--- config.mk ---
export PLATFORM = sky130hd
export DESIGN_NAME = life_generation_row_stream
export DESIGN_NICKNAME = d
export VERILOG_FILES = /design/src/lgr_pkg.sv /design/src/lgr_lane.sv /design/src/lgr_merge.sv /design/src/life_generation_row_stream.sv
export SDC_FILE = /design/constraint.sdc
export NUM_CORES = 1
export LEC_CHECK = 0
export BUFFER_PORTS_ARGS = -buffer_cell sky130_fd_sc_hd__buf_2
export CORE_AREA = 2 2 262 264
export DETAILED_ROUTE_END_ITERATION = 16
export DIE_AREA = 0 0 264 266
export GPL_ROUTABILITY_DRIVEN = 0
export HOLD_SLACK_MARGIN = 0.1
export PLACE_DENSITY_LB_ADDON = 0.25
export SLEW_MARGIN = 20
export SYNTH_ARGS = -nofsm -noshare
export SYNTH_HDL_FRONTEND = slang
export SYNTH_SLANG_ARGS = --single-unit
--- constraint.sdc ---
create_clock -name clk_i -period 8 [get_ports clk_i]
set_input_delay 1.6 -clock clk_i [delete_from_list [all_inputs] [get_ports clk_i]]
set_output_delay 1.6 -clock clk_i [all_outputs]
set_load 0.05 [all_outputs]
--- src/lgr_pkg.sv ---
`timescale 1ns / 1ps
`default_nettype none

package lgr_pkg;

  localparam int unsigned ROW_W       = 64;
  localparam int unsigned CFG_W       = 7;
  localparam logic [CFG_W-1:0] WIDTH_RESET = 7'd40;
  localparam logic [CFG_W-1:0] WIDTH_MIN   = 7'd3;

  // B3/S23 rule
  localparam logic [3:0] BORN_COUNT = 4'd3;
  localparam logic [3:0] KEEP_LOW   = 4'd2;
  localparam logic [3:0] KEEP_HIGH  = 4'd3;

  // output queue
  localparam int unsigned FIFO_DEPTH = 4;
  localparam int unsigned PTR_W      = $clog2(FIFO_DEPTH);
  localparam int unsigned CNT_W      = $clog2(FIFO_DEPTH + 1);

  typedef struct packed {
    logic [ROW_W-1:0] cells;
    logic             done;
  } out_entry_t;

  // control handed to the merge stage
  typedef struct packed {
    logic             gen_en;  // 0: pass the middle row through
    logic [CFG_W-1:0] width;   // effective (clamped) grid width
  } merge_ctrl_t;

endpackage

`default_nettype wire

--- src/lgr_lane.sv ---
`timescale 1ns / 1ps
`default_nettype none

// One cell of the rule: eight neighbor bits plus the cell itself.
module lgr_lane (
  input  logic [7:0] nbr_i,
  input  logic       alive_i,
  output logic       next_o
);
  import lgr_pkg::*;

  logic [3:0] count;

  always_comb begin
    count = 4'd0;
    for (int k = 0; k < 8; k++) begin
      count = count + 4'(nbr_i[k]);
    end
  end

  assign next_o = alive_i ? ((count >= KEEP_LOW) && (count <= KEEP_HIGH))
                          : (count == BORN_COUNT);

endmodule

`default_nettype wire

--- src/lgr_merge.sv ---
`timescale 1ns / 1ps
`default_nettype none

// Merges lanes into a row: with gen_en the interior columns come from
// the lanes, others from the middle row; columns past width cleared.
module lgr_merge #(
  parameter int unsigned MAX_WIDTH = 64
) (
  input  logic [MAX_WIDTH-1:0] lane_next_i,
  input  logic [MAX_WIDTH-1:0] mid_i,
  input  lgr_pkg::merge_ctrl_t ctrl_i,
  output logic [MAX_WIDTH-1:0] row_o
);
  import lgr_pkg::*;

  always_comb begin
    for (int i = 0; i < MAX_WIDTH; i++) begin
      if (CFG_W'(i) >= ctrl_i.width) begin
        row_o[i] = 1'b0;
      end else if (ctrl_i.gen_en && (i >= 1) && (CFG_W'(i + 1) < ctrl_i.width)) begin
        row_o[i] = lane_next_i[i];
      end else begin
        row_o[i] = mid_i[i];
      end
    end
  end

endmodule

`default_nettype wire

--- src/life_generation_row_stream.sv ---
`timescale 1ns / 1ps
`default_nettype none

// Channel   Dir  Handshake                 Payload
// in        in   in_valid_i / in_ready_o   row_cells_i, first_row_i, last_row_i
// out       out  out_valid_o / out_ready_i next_row_cells_o, grid_done_o
// cfg       in   cfg_we_i (no wait)        cfg_wdata_i (grid_width)
//
// One row per cycle while in_ready_o is high: every column has its own rule
// lane, so a row is finished in the cycle it is accepted and enters a 4-entry
// output queue. A lone last row yields one transaction, any other last row two.
// in_ready_o is high while the queue holds two entries or fewer.
// Reset (rst_ni low, async) clears the queue, the row count and grid_width=40.
// Results appear on out, at the earliest, in the cycle after their row.
module life_generation_row_stream #(
  parameter int unsigned MAX_WIDTH = 64
) (
  input  logic                     clk_i,
  input  logic                     rst_ni,
  input  logic                     cfg_we_i,
  input  logic [lgr_pkg::CFG_W-1:0] cfg_wdata_i,
  input  logic                     in_valid_i,
  output logic                     in_ready_o,
  input  logic [lgr_pkg::ROW_W-1:0] row_cells_i,
  input  logic                     first_row_i,
  input  logic                     last_row_i,
  output logic                     out_valid_o,
  input  logic                     out_ready_i,
  output logic [lgr_pkg::ROW_W-1:0] next_row_cells_o,
  output logic                     grid_done_o
);
  import lgr_pkg::*;

  typedef enum logic [1:0] {
    ROWS_NONE,
    ROWS_ONE,
    ROWS_TWO
  } rows_e;

  // ---------------------------------------------------------------------------
  // configuration
  // ---------------------------------------------------------------------------
  logic [CFG_W-1:0] width_cfg_q;

  always_ff @(posedge clk_i or negedge rst_ni) begin
    if (!rst_ni) begin
      width_cfg_q <= WIDTH_RESET;
    end else if (cfg_we_i) begin
      width_cfg_q <= cfg_wdata_i;
    end
  end

  // clamp to [3, MAX_WIDTH]
  logic [CFG_W-1:0] eff_width;
  always_comb begin
    eff_width = width_cfg_q;
    if (eff_width < WIDTH_MIN) eff_width = WIDTH_MIN;
    if (eff_width > CFG_W'(MAX_WIDTH)) eff_width = CFG_W'(MAX_WIDTH);
  end

  logic [MAX_WIDTH-1:0] col_mask;
  always_comb begin
    for (int i = 0; i < MAX_WIDTH; i++) begin
      col_mask[i] = CFG_W'(i) < eff_width;
    end
  end

  // ---------------------------------------------------------------------------
  // row window
  // ---------------------------------------------------------------------------
  rows_e                rows_q, rows_d;
  logic [MAX_WIDTH-1:0] older_q, older_d;
  logic [MAX_WIDTH-1:0] newer_q, newer_d;

  logic [MAX_WIDTH-1:0] above, mid, below;
  assign above = older_q & col_mask;
  assign mid   = newer_q & col_mask;
  assign below = row_cells_i[MAX_WIDTH-1:0] & col_mask;

  // zero padding on both sides so every lane sees three columns
  logic [MAX_WIDTH+1:0] above_p, mid_p, below_p;
  assign above_p = {1'b0, above, 1'b0};
  assign mid_p   = {1'b0, mid,   1'b0};
  assign below_p = {1'b0, below, 1'b0};

  logic [MAX_WIDTH-1:0] lane_next;

  for (genvar g = 0; g < MAX_WIDTH; g++) begin : g_lane
    lgr_lane u_lane (
      .nbr_i   ({above_p[g+2:g], mid_p[g+2], mid_p[g], below_p[g+2:g]}),
      .alive_i (mid[g]),
      .next_o  (lane_next[g])
    );
  end

  rows_e       rows_eff;
  merge_ctrl_t merge_ctrl;
  logic [MAX_WIDTH-1:0] merged;

  assign rows_eff          = first_row_i ? ROWS_NONE : rows_q;
  assign merge_ctrl.gen_en = (rows_eff == ROWS_TWO);
  assign merge_ctrl.width  = eff_width;

  lgr_merge #(
    .MAX_WIDTH (MAX_WIDTH)
  ) u_merge (
    .lane_next_i (lane_next),
    .mid_i       (mid),
    .ctrl_i      (merge_ctrl),
    .row_o       (merged)
  );

  // ---------------------------------------------------------------------------
  // per-row transaction: window update and queue pushes
  // ---------------------------------------------------------------------------
  logic       in_fire;
  logic [1:0] push_cnt;
  out_entry_t push0, push1;

  assign in_fire = in_valid_i && in_ready_o;

  always_comb begin
    rows_d   = rows_q;
    older_d  = older_q;
    newer_d  = newer_q;
    push_cnt = 2'd0;
    push0    = '{cells: ROW_W'(merged), done: 1'b0};
    push1    = '{cells: ROW_W'(below),  done: 1'b1};
    if (in_fire) begin
      if (rows_eff == ROWS_NONE) begin
        // start of a grid; a lone row that is also last goes straight out
        older_d = '0;
        newer_d = below;
        if (last_row_i) begin
          push0    = '{cells: ROW_W'(below), done: 1'b1};
          push_cnt = 2'd1;
          rows_d   = ROWS_NONE;
        end else begin
          rows_d = ROWS_ONE;
        end
      end else begin
        // with one row held, merge passes it through as the top border
        older_d  = newer_q;
        newer_d  = below;
        push_cnt = 2'd1;
        rows_d   = ROWS_TWO;
        if (last_row_i) begin
          push_cnt = 2'd2;
          rows_d   = ROWS_NONE;
        end
      end
    end
  end

  always_ff @(posedge clk_i or negedge rst_ni) begin
    if (!rst_ni) begin
      rows_q  <= ROWS_NONE;
      older_q <= '0;
      newer_q <= '0;
    end else begin
      rows_q  <= rows_d;
      older_q <= older_d;
      newer_q <= newer_d;
    end
  end

  // ---------------------------------------------------------------------------
  // output queue
  // ---------------------------------------------------------------------------
  out_entry_t       fifo_mem [FIFO_DEPTH];
  logic [PTR_W-1:0] wr_ptr_q, wr_ptr_d;
  logic [PTR_W-1:0] rd_ptr_q, rd_ptr_d;
  logic [CNT_W-1:0] count_q,  count_d;
  logic             out_fire;

  assign out_fire   = out_valid_o && out_ready_i;
  assign out_valid_o = (count_q != '0);
  assign in_ready_o  = (count_q <= CNT_W'(FIFO_DEPTH - 2));

  assign wr_ptr_d = wr_ptr_q + PTR_W'(push_cnt);
  assign rd_ptr_d = rd_ptr_q + PTR_W'(out_fire);
  assign count_d  = count_q + CNT_W'(push_cnt) - CNT_W'(out_fire);

  always_ff @(posedge clk_i or negedge rst_ni) begin
    if (!rst_ni) begin
      wr_ptr_q <= '0;
      rd_ptr_q <= '0;
      count_q  <= '0;
    end else begin
      wr_ptr_q <= wr_ptr_d;
      rd_ptr_q <= rd_ptr_d;
      count_q  <= count_d;
    end
  end

  always_ff @(posedge clk_i) begin
    if (push_cnt != 2'd0) begin
      fifo_mem[wr_ptr_q] <= push0;
    end
    if (push_cnt == 2'd2) begin
      fifo_mem[wr_ptr_q + PTR_W'(1)] <= push1;
    end
  end

  out_entry_t head;
  assign head             = fifo_mem[rd_ptr_q];
  assign next_row_cells_o = head.cells;
  assign grid_done_o      = head.done;

endmodule

`default_nettype wire

==> results of run 1 <==
[cell usage after synthesis, types with 3 or more instances]
cell type	n
a31oi_1	66
nor3b_1	18
o31ai_2	4
nand2b_1	70
xnor2_1	23
nor2_1	145
dfrtp_1	142
inv_1	349
ha_1	191
a21oi_1	28
o32ai_1	9
a211oi_1	17
a21o_1	16
xor2_1	15
nor3_1	11
or3_1	7
mux4_2	65
a22oi_1	3
and3_1	7
dfxtp_1	4
o21bai_1	13
fa_1	233
o21ai_1	18
buf_2	43
nand2_1	428
edfxtp_1	256
or4_1	3
o31ai_1	6
or2_2	19
buf_1	6
buf_4	4
o211ai_1	47
nor2b_1	57
o2111ai_1	28
nand3_1	80
mux2_2	6
clkbuf_1	109
o221ai_1	4
o21ai_0	172
a31o_2	10
and2_1	3
nand4_1	14
o22ai_1	198
[through the flow]
stage | utilization | std cells
final | 0.501 | 4004
after floorplan | - | 3009
after global placement | 0.478 | 3916
after global routing | 0.501 | 4003
after detailed placement | 0.478 | 3916
after CTS | 0.501 | 4002
[placed cells by master, fill, tap and decap left out, drive strengths merged, types with 16 or more instances in the layout]
cell	n
a211oi	18
a21o	16
a21oi	30
a31oi	66
buf	189
clkbuf	59
clkinv	16
dfrtp	142
edfxtp	256
fa	233
ha	191
inv	352
mux4	65
nand2	430
nand2b	70
nand3	80
nor2	146
nor2b	57
nor3b	19
o2111ai	28
o211ai	47
o21ai	192
o22ai	198
or2	21
xnor2	23
[path summary, 6_finish.rpt]
check                                   to  cells past startpoint      startpoint
max                        fifo_mem[2][48]                     16  width_cfg_q[2]
min                            older_q[54]                      2     older_q[54]
max reg2reg                fifo_mem[2][48]                     16  width_cfg_q[2]
min reg2reg                    older_q[54]                      2     older_q[54]
max in group asynchronous      newer_q[16]                      2          rst_ni
min in group asynchronous      older_q[54]                      1          rst_ni
[final cells by class]
type	count	share of cell area
clock inverter	27	0.00892
multi-input combinational	2090	0.515
timing repair buffer	189	0.0317
antenna	2	0.000147
inverter	351	0.0388
sequential	404	0.335
tap	882	0.0325
clock buffer	59	0.0381
[kinds of logic after synthesis]
kind of cell,after synthesis,share of synthesized area
xor gates and xnor gates,38,0.0108
adders and majority gates,424,0.229
muxes,71,0.0498
DFF,404,0.370
AOI/OAI and AO/OA,672,0.141
buffers and inverters,515,0.0656
and+or+nand+nor,885,0.134
[power groups by stage]
| stage | registers [W] | clock network, W | logic, W |
|---|---|---|---|
| after floorplan | 0.00285 | 0 | 0.00442 |
| after global placement | 0.00303 | 0 | 0.00565 |
| after detailed placement | 0.00305 | 0 | 0.00593 |
| after CTS | 0.00302 | 0.00226 | 0.00596 |
| after global routing | 0.00307 | 0.00233 | 0.00661 |
| final | 0.00303 | 0.00224 | 0.00597 |
[metal layers]
layer	track usage	part of all wire	vias up
met5	0	0	-
met4	0.147	0.054	0
met3	0.0664	0.098	320
met2	0.474	0.47	1297
met1	0.371	0.38	12500
li1	-	-	10800
[sequential cells by signal, summed over array words and instances (netlist names)]
signal,count
older_q,64
rows_q,2
wr_ptr_q,2
rd_ptr_q,2
fifo_mem,260
newer_q,64
count_q,3
width_cfg_q,7
[critical path, cell delays in order (launching register included)]
cell and delay [ns]:
dfrtp_1 1.00, and4b_1 0.73, a21oi_1 0.13, o21ai_0 0.48, nand2_1 0.31, inv_1 0.17
ha_1 0.24, inv_1 0.08, fa_1 0.44, fa_1 0.47, fa_1 0.45, fa_1 0.39
nor2b_1 0.14, a31oi_1 0.15, o221ai_1 0.16, o2111ai_1 0.28, o22ai_1 0.15
==> out/metrics.yaml, run 1 <==
required_ns: 8.29
dieArea_sq_um: 70200
die_height_um: 266
num_vias: 24900
insertion_delay_ns: 0.61
fin_skew_ns: 0.0273
clock_path_buffers: 3
grt_max_degree: 95
syn-num-nets: 3511
drt_wl_total_mm: 103
rsz0062_at_grt: "false"
firstDrtPassIters: 6
fin_crit_ns: 6.07
clock.fmax_mhz: 165
cts-hold-fix-buffers: 0
grt_pass1_wl_mm: 155
p_leak_nw: 14.4
p_sw_w: 0.00525
drc_errors: 0
antenna_found_initial: 3
ys_warn_count: 0
die_x_um: 264
port_buffers: 144
timing.final.crit_share: 0.759
ys.flop_type: "edfxtp_1"
area_growth_pct: 10.4
cap_violations: 0
ff_latch_area_sq_um: 11400
ys_ff_latch: 404
drt_iter0_markers: 2595
netlist_top_cells_area: "edfxtp_1 25%, fa_1 15%, dfrtp_1 12%"
root_buffer: "clkbuf_16"
multiInputGateArea_sq_um: 17500
netlist_area_sq_um: 30700
tns_ns: 0
dp_hpwl_mm: 70.7
synth_cell_types: 89
placed_cell_area_sq_um: 32400
synth_edf_count: 256
synthCells: 3009
cts_resized: 0
post_cts_buffers: 0
crit_path_max_fanout: 33
ir_drop_uv: 218
grt_pass1_vias: 25600
synth.largest_area_cell: "edfxtp_1"
hold_viol: 0
cts_tree: "yes"
finalMaxSlewViolations: 0
status: "complete, no violations"
powerDensity_nw_per_um2: 331
final_area_sq_um: 34000
drive_gt1_frac: 0.133
p_int_w: 0.00599
clock_sinks: 404
cp-end-kind: "flop"
nets: 3584
htree_levels: 2
yosys.area.top_type_share: 0.250
worst-setup-path-type: "reg -> reg"
p_sw_frac: 0.467
coreArea_sq_um: 67700
track_usage: 0.293
nFillCells: 6115
worst_pin_slew_ns: 1.14
async_flop_share: 0.356
io_pins: 145
pre_cts_ws_ns: 2.09
row_count: 96
initial_core_util: 0.454
viasPerCell: 6.21
p_seq_frac: 0.269
path_clk_slew_ns: 0.06
r2r_slack_ns: 1.93
cts-buffers-inserted: 46
final_antenna_net_count: 0
finalPower_w: 0.0112
maxSlewHeadroom: 0.236
post_drt_wl_per_cell_um: 25.7
synth-seq-area-share: 0.370
syn_area_per_cell_sq_um: 10.2
combinationalPowerShare: 0.532
power_frac_clock: 0.199
startpoint_type: "flop"
fin_hold_ws_ns: 0.465
setup_slack_ns: 1.93
arrival_ns: 6.36
finalSetupViolCount: 0
grt-ovfl-total: 0
hold_class: "reg -> reg"
No activity file was read; power rests on OpenSTA's default activity.
==> inputs of run 2 (changes only) <==
clock period = 5.4 ns   (was 8 ns; I/O delays follow)
==> run 2 against run 1 <==
Critical path depth is the same; sequential power up 49%; die area is the same; cell area up 1.9%; sequential cell count unchanged; largest power group unchanged; cell count rose by 2.0%; register-to-register slack got worse by 1.8 ns.
==> out/metrics.yaml, run 2 (synthesized netlist as in run 1, its figures left out) <==
clock.fmax_mhz: 189  # +15%
insertion_delay_ns: 0.62  # about the same
worst-setup-path-type: "reg -> reg"
grt_max_degree: 95  # unchanged
nets: 3663  # +2.2%
cts_tree: "yes"
maxSlewHeadroom: 0.213  # -0.0235
required_ns: 5.84  # -2.45 ns
reg_top3: "fifo_mem (260), newer_q (64), older_q (64)"
initial_core_util: 0.454  # unchanged
post_drt_wl_per_cell_um: 25.4  # -1.3%
finalSetupViolCount: 0  # unchanged
drc_errors: 0  # unchanged
crit_path_max_fanout: 14  # -58%
worst_pin_slew_ns: 1.18  # +0.0381 ns
root_buffer: "clkbuf_16"
track_usage: 0.298  # +0.00472
num_vias: 25300  # +1.8%
final_antenna_net_count: 0  # unchanged
drt_wl_total_mm: 104  # +0.71%
drt_iter0_markers: 2489  # -4.1%
fin_crit_ns: 5.28  # -0.791 ns
coreArea_sq_um: 67700  # unchanged
timing.final.crit_share: 0.978  # +0.219
largest_reg_flops: 260  # unchanged
port_buffers: 144  # unchanged
hold_viol: 0  # unchanged
status: "complete, no violations"
grt-ovfl-total: 0  # unchanged
row_count: 96  # unchanged
final_cell_mix: "422 x nand2_1, 349 x inv_1, 256 x edfxtp_1"
tns_ns: 0  # unchanged
dp_hpwl_mm: 72.8  # +3.1%
htree_levels: 2  # unchanged
pre_cts_ws_ns: 0.0899  # -2.00 ns
io_pins: 145  # unchanged
fin_skew_ns: 0.0264  # -0.000834 ns
cts-buffers-inserted: 48  # +4.3%
top_register: "fifo_mem"
dieArea_sq_um: 70200  # unchanged
final_common_cell: "nand2_1"
powerDensity_nw_per_um2: 485  # +47%
setup_slack_ns: 0.118  # -1.81 ns
clock_sinks: 404  # unchanged
ir_drop_uv: 319  # +47%
cp-end-kind: "flop"
startpoint_type: "flop"
hold_class: "reg -> reg"
die_x_um: 264  # unchanged
arrival_ns: 5.72  # -0.64 ns
die_height_um: 266  # unchanged
clock_path_buffers: 3  # unchanged
drive_gt1_frac: 0.157  # +0.0238
antenna_found_initial: 3  # unchanged
grt_pass1_vias: 26400  # +3.4%
area_growth_pct: 12.5
cap_violations: 0  # unchanged
viasPerCell: 6.20  # -0.18%
path_clk_slew_ns: 0.06  # about the same
grt_pass1_wl_mm: 158  # +2.2%
nFillCells: 6105  # -0.16%
firstDrtPassIters: 5  # -1
finalMaxSlewViolations: 0  # unchanged
p_leak_nw: 14.8  # +2.8%
## run 2: final cells by class
class | count | area (sq um) | share of cell area
diodes | 1 | 2.50 | 0.0000723
clock buffers | 64 | 1400 | 0.0404
clock inverters | 26 | 221 | 0.00640
inverters | 351 | 1320 | 0.0381
multi-input cells | 2090 | 17500 | 0.506
flip-flops and latches | 404 | 11400 | 0.329
well taps | 882 | 1100 | 0.0319
repair buffers | 266 | 1670 | 0.0482
## run 2: worst paths after layout
path                                 from              end  slack (ns)  cells past startpoint
max in group asynchronous          rst_ni   width_cfg_q[1]        3.70                      2
min reg2reg                fifo_mem[0][0]   fifo_mem[0][0]        0.46                      1
min in group asynchronous          rst_ni      newer_q[54]        0.56                      1
min                        fifo_mem[0][0]   fifo_mem[0][0]        0.46                      1
max                        width_cfg_q[2]  fifo_mem[0][51]        0.12                     16
max reg2reg                width_cfg_q[2]  fifo_mem[0][51]        0.12                     16
## run 2: layer usage
metal	vias to the layer above	GRT usage	share of wire
met3	326	0.0650	0.10
met1	12700	0.387	0.38
met5	-	0	0.00026
met4	4	0.147	0.053
met2	1370	0.473	0.46
li1	10900	-	-
## run 2: through the flow
stage               hold WS (ns)  utilization  instances  power, W  area, sq um
global route               0.478        0.511       4084    0.0179        34600
CTS                        0.463        0.510       4082    0.0168        34500
global placement           0.442        0.486       3992    0.0130        32900
detailed placement         0.450        0.486       3992    0.0134        32900
finish                     0.464        0.511       4084    0.0168        34600
floorplan                  0.431            -       3009    0.0108        30800
## run 2: timing repair
item / 4_1_cts / 5_1_grt
gates resized for setup: 0 / 18
endpoints found under the setup margin: 0 / 92
setup buffers: 0 / 1
hold buffers: 0 / 0
## run 2: worst max-delay path, cell delays in order, from the launching register on
cell,delay [ns]
dfrtp_2,0.51
buf_4,0.23
or3_1,0.45
a31o_2,0.33
nand2_1,0.24
inv_1,0.13
ha_1,0.30
inv_1,0.05
fa_1,0.54
fa_1,0.46
fa_1,0.46
fa_1,0.39
nor2_1,0.11
a31oi_1,0.11
o211ai_1,0.30
o2111ai_2,0.22
o21ai_0,0.26
## run 2: power by group
part / internal, W / switching [W] / leakage (nW)
logic: 0.00314 / 0.00575 / 9.70
registers: 0.00390 / 0.000606 / 4.31
clock network: 0.00197 / 0.00142 / 0.801
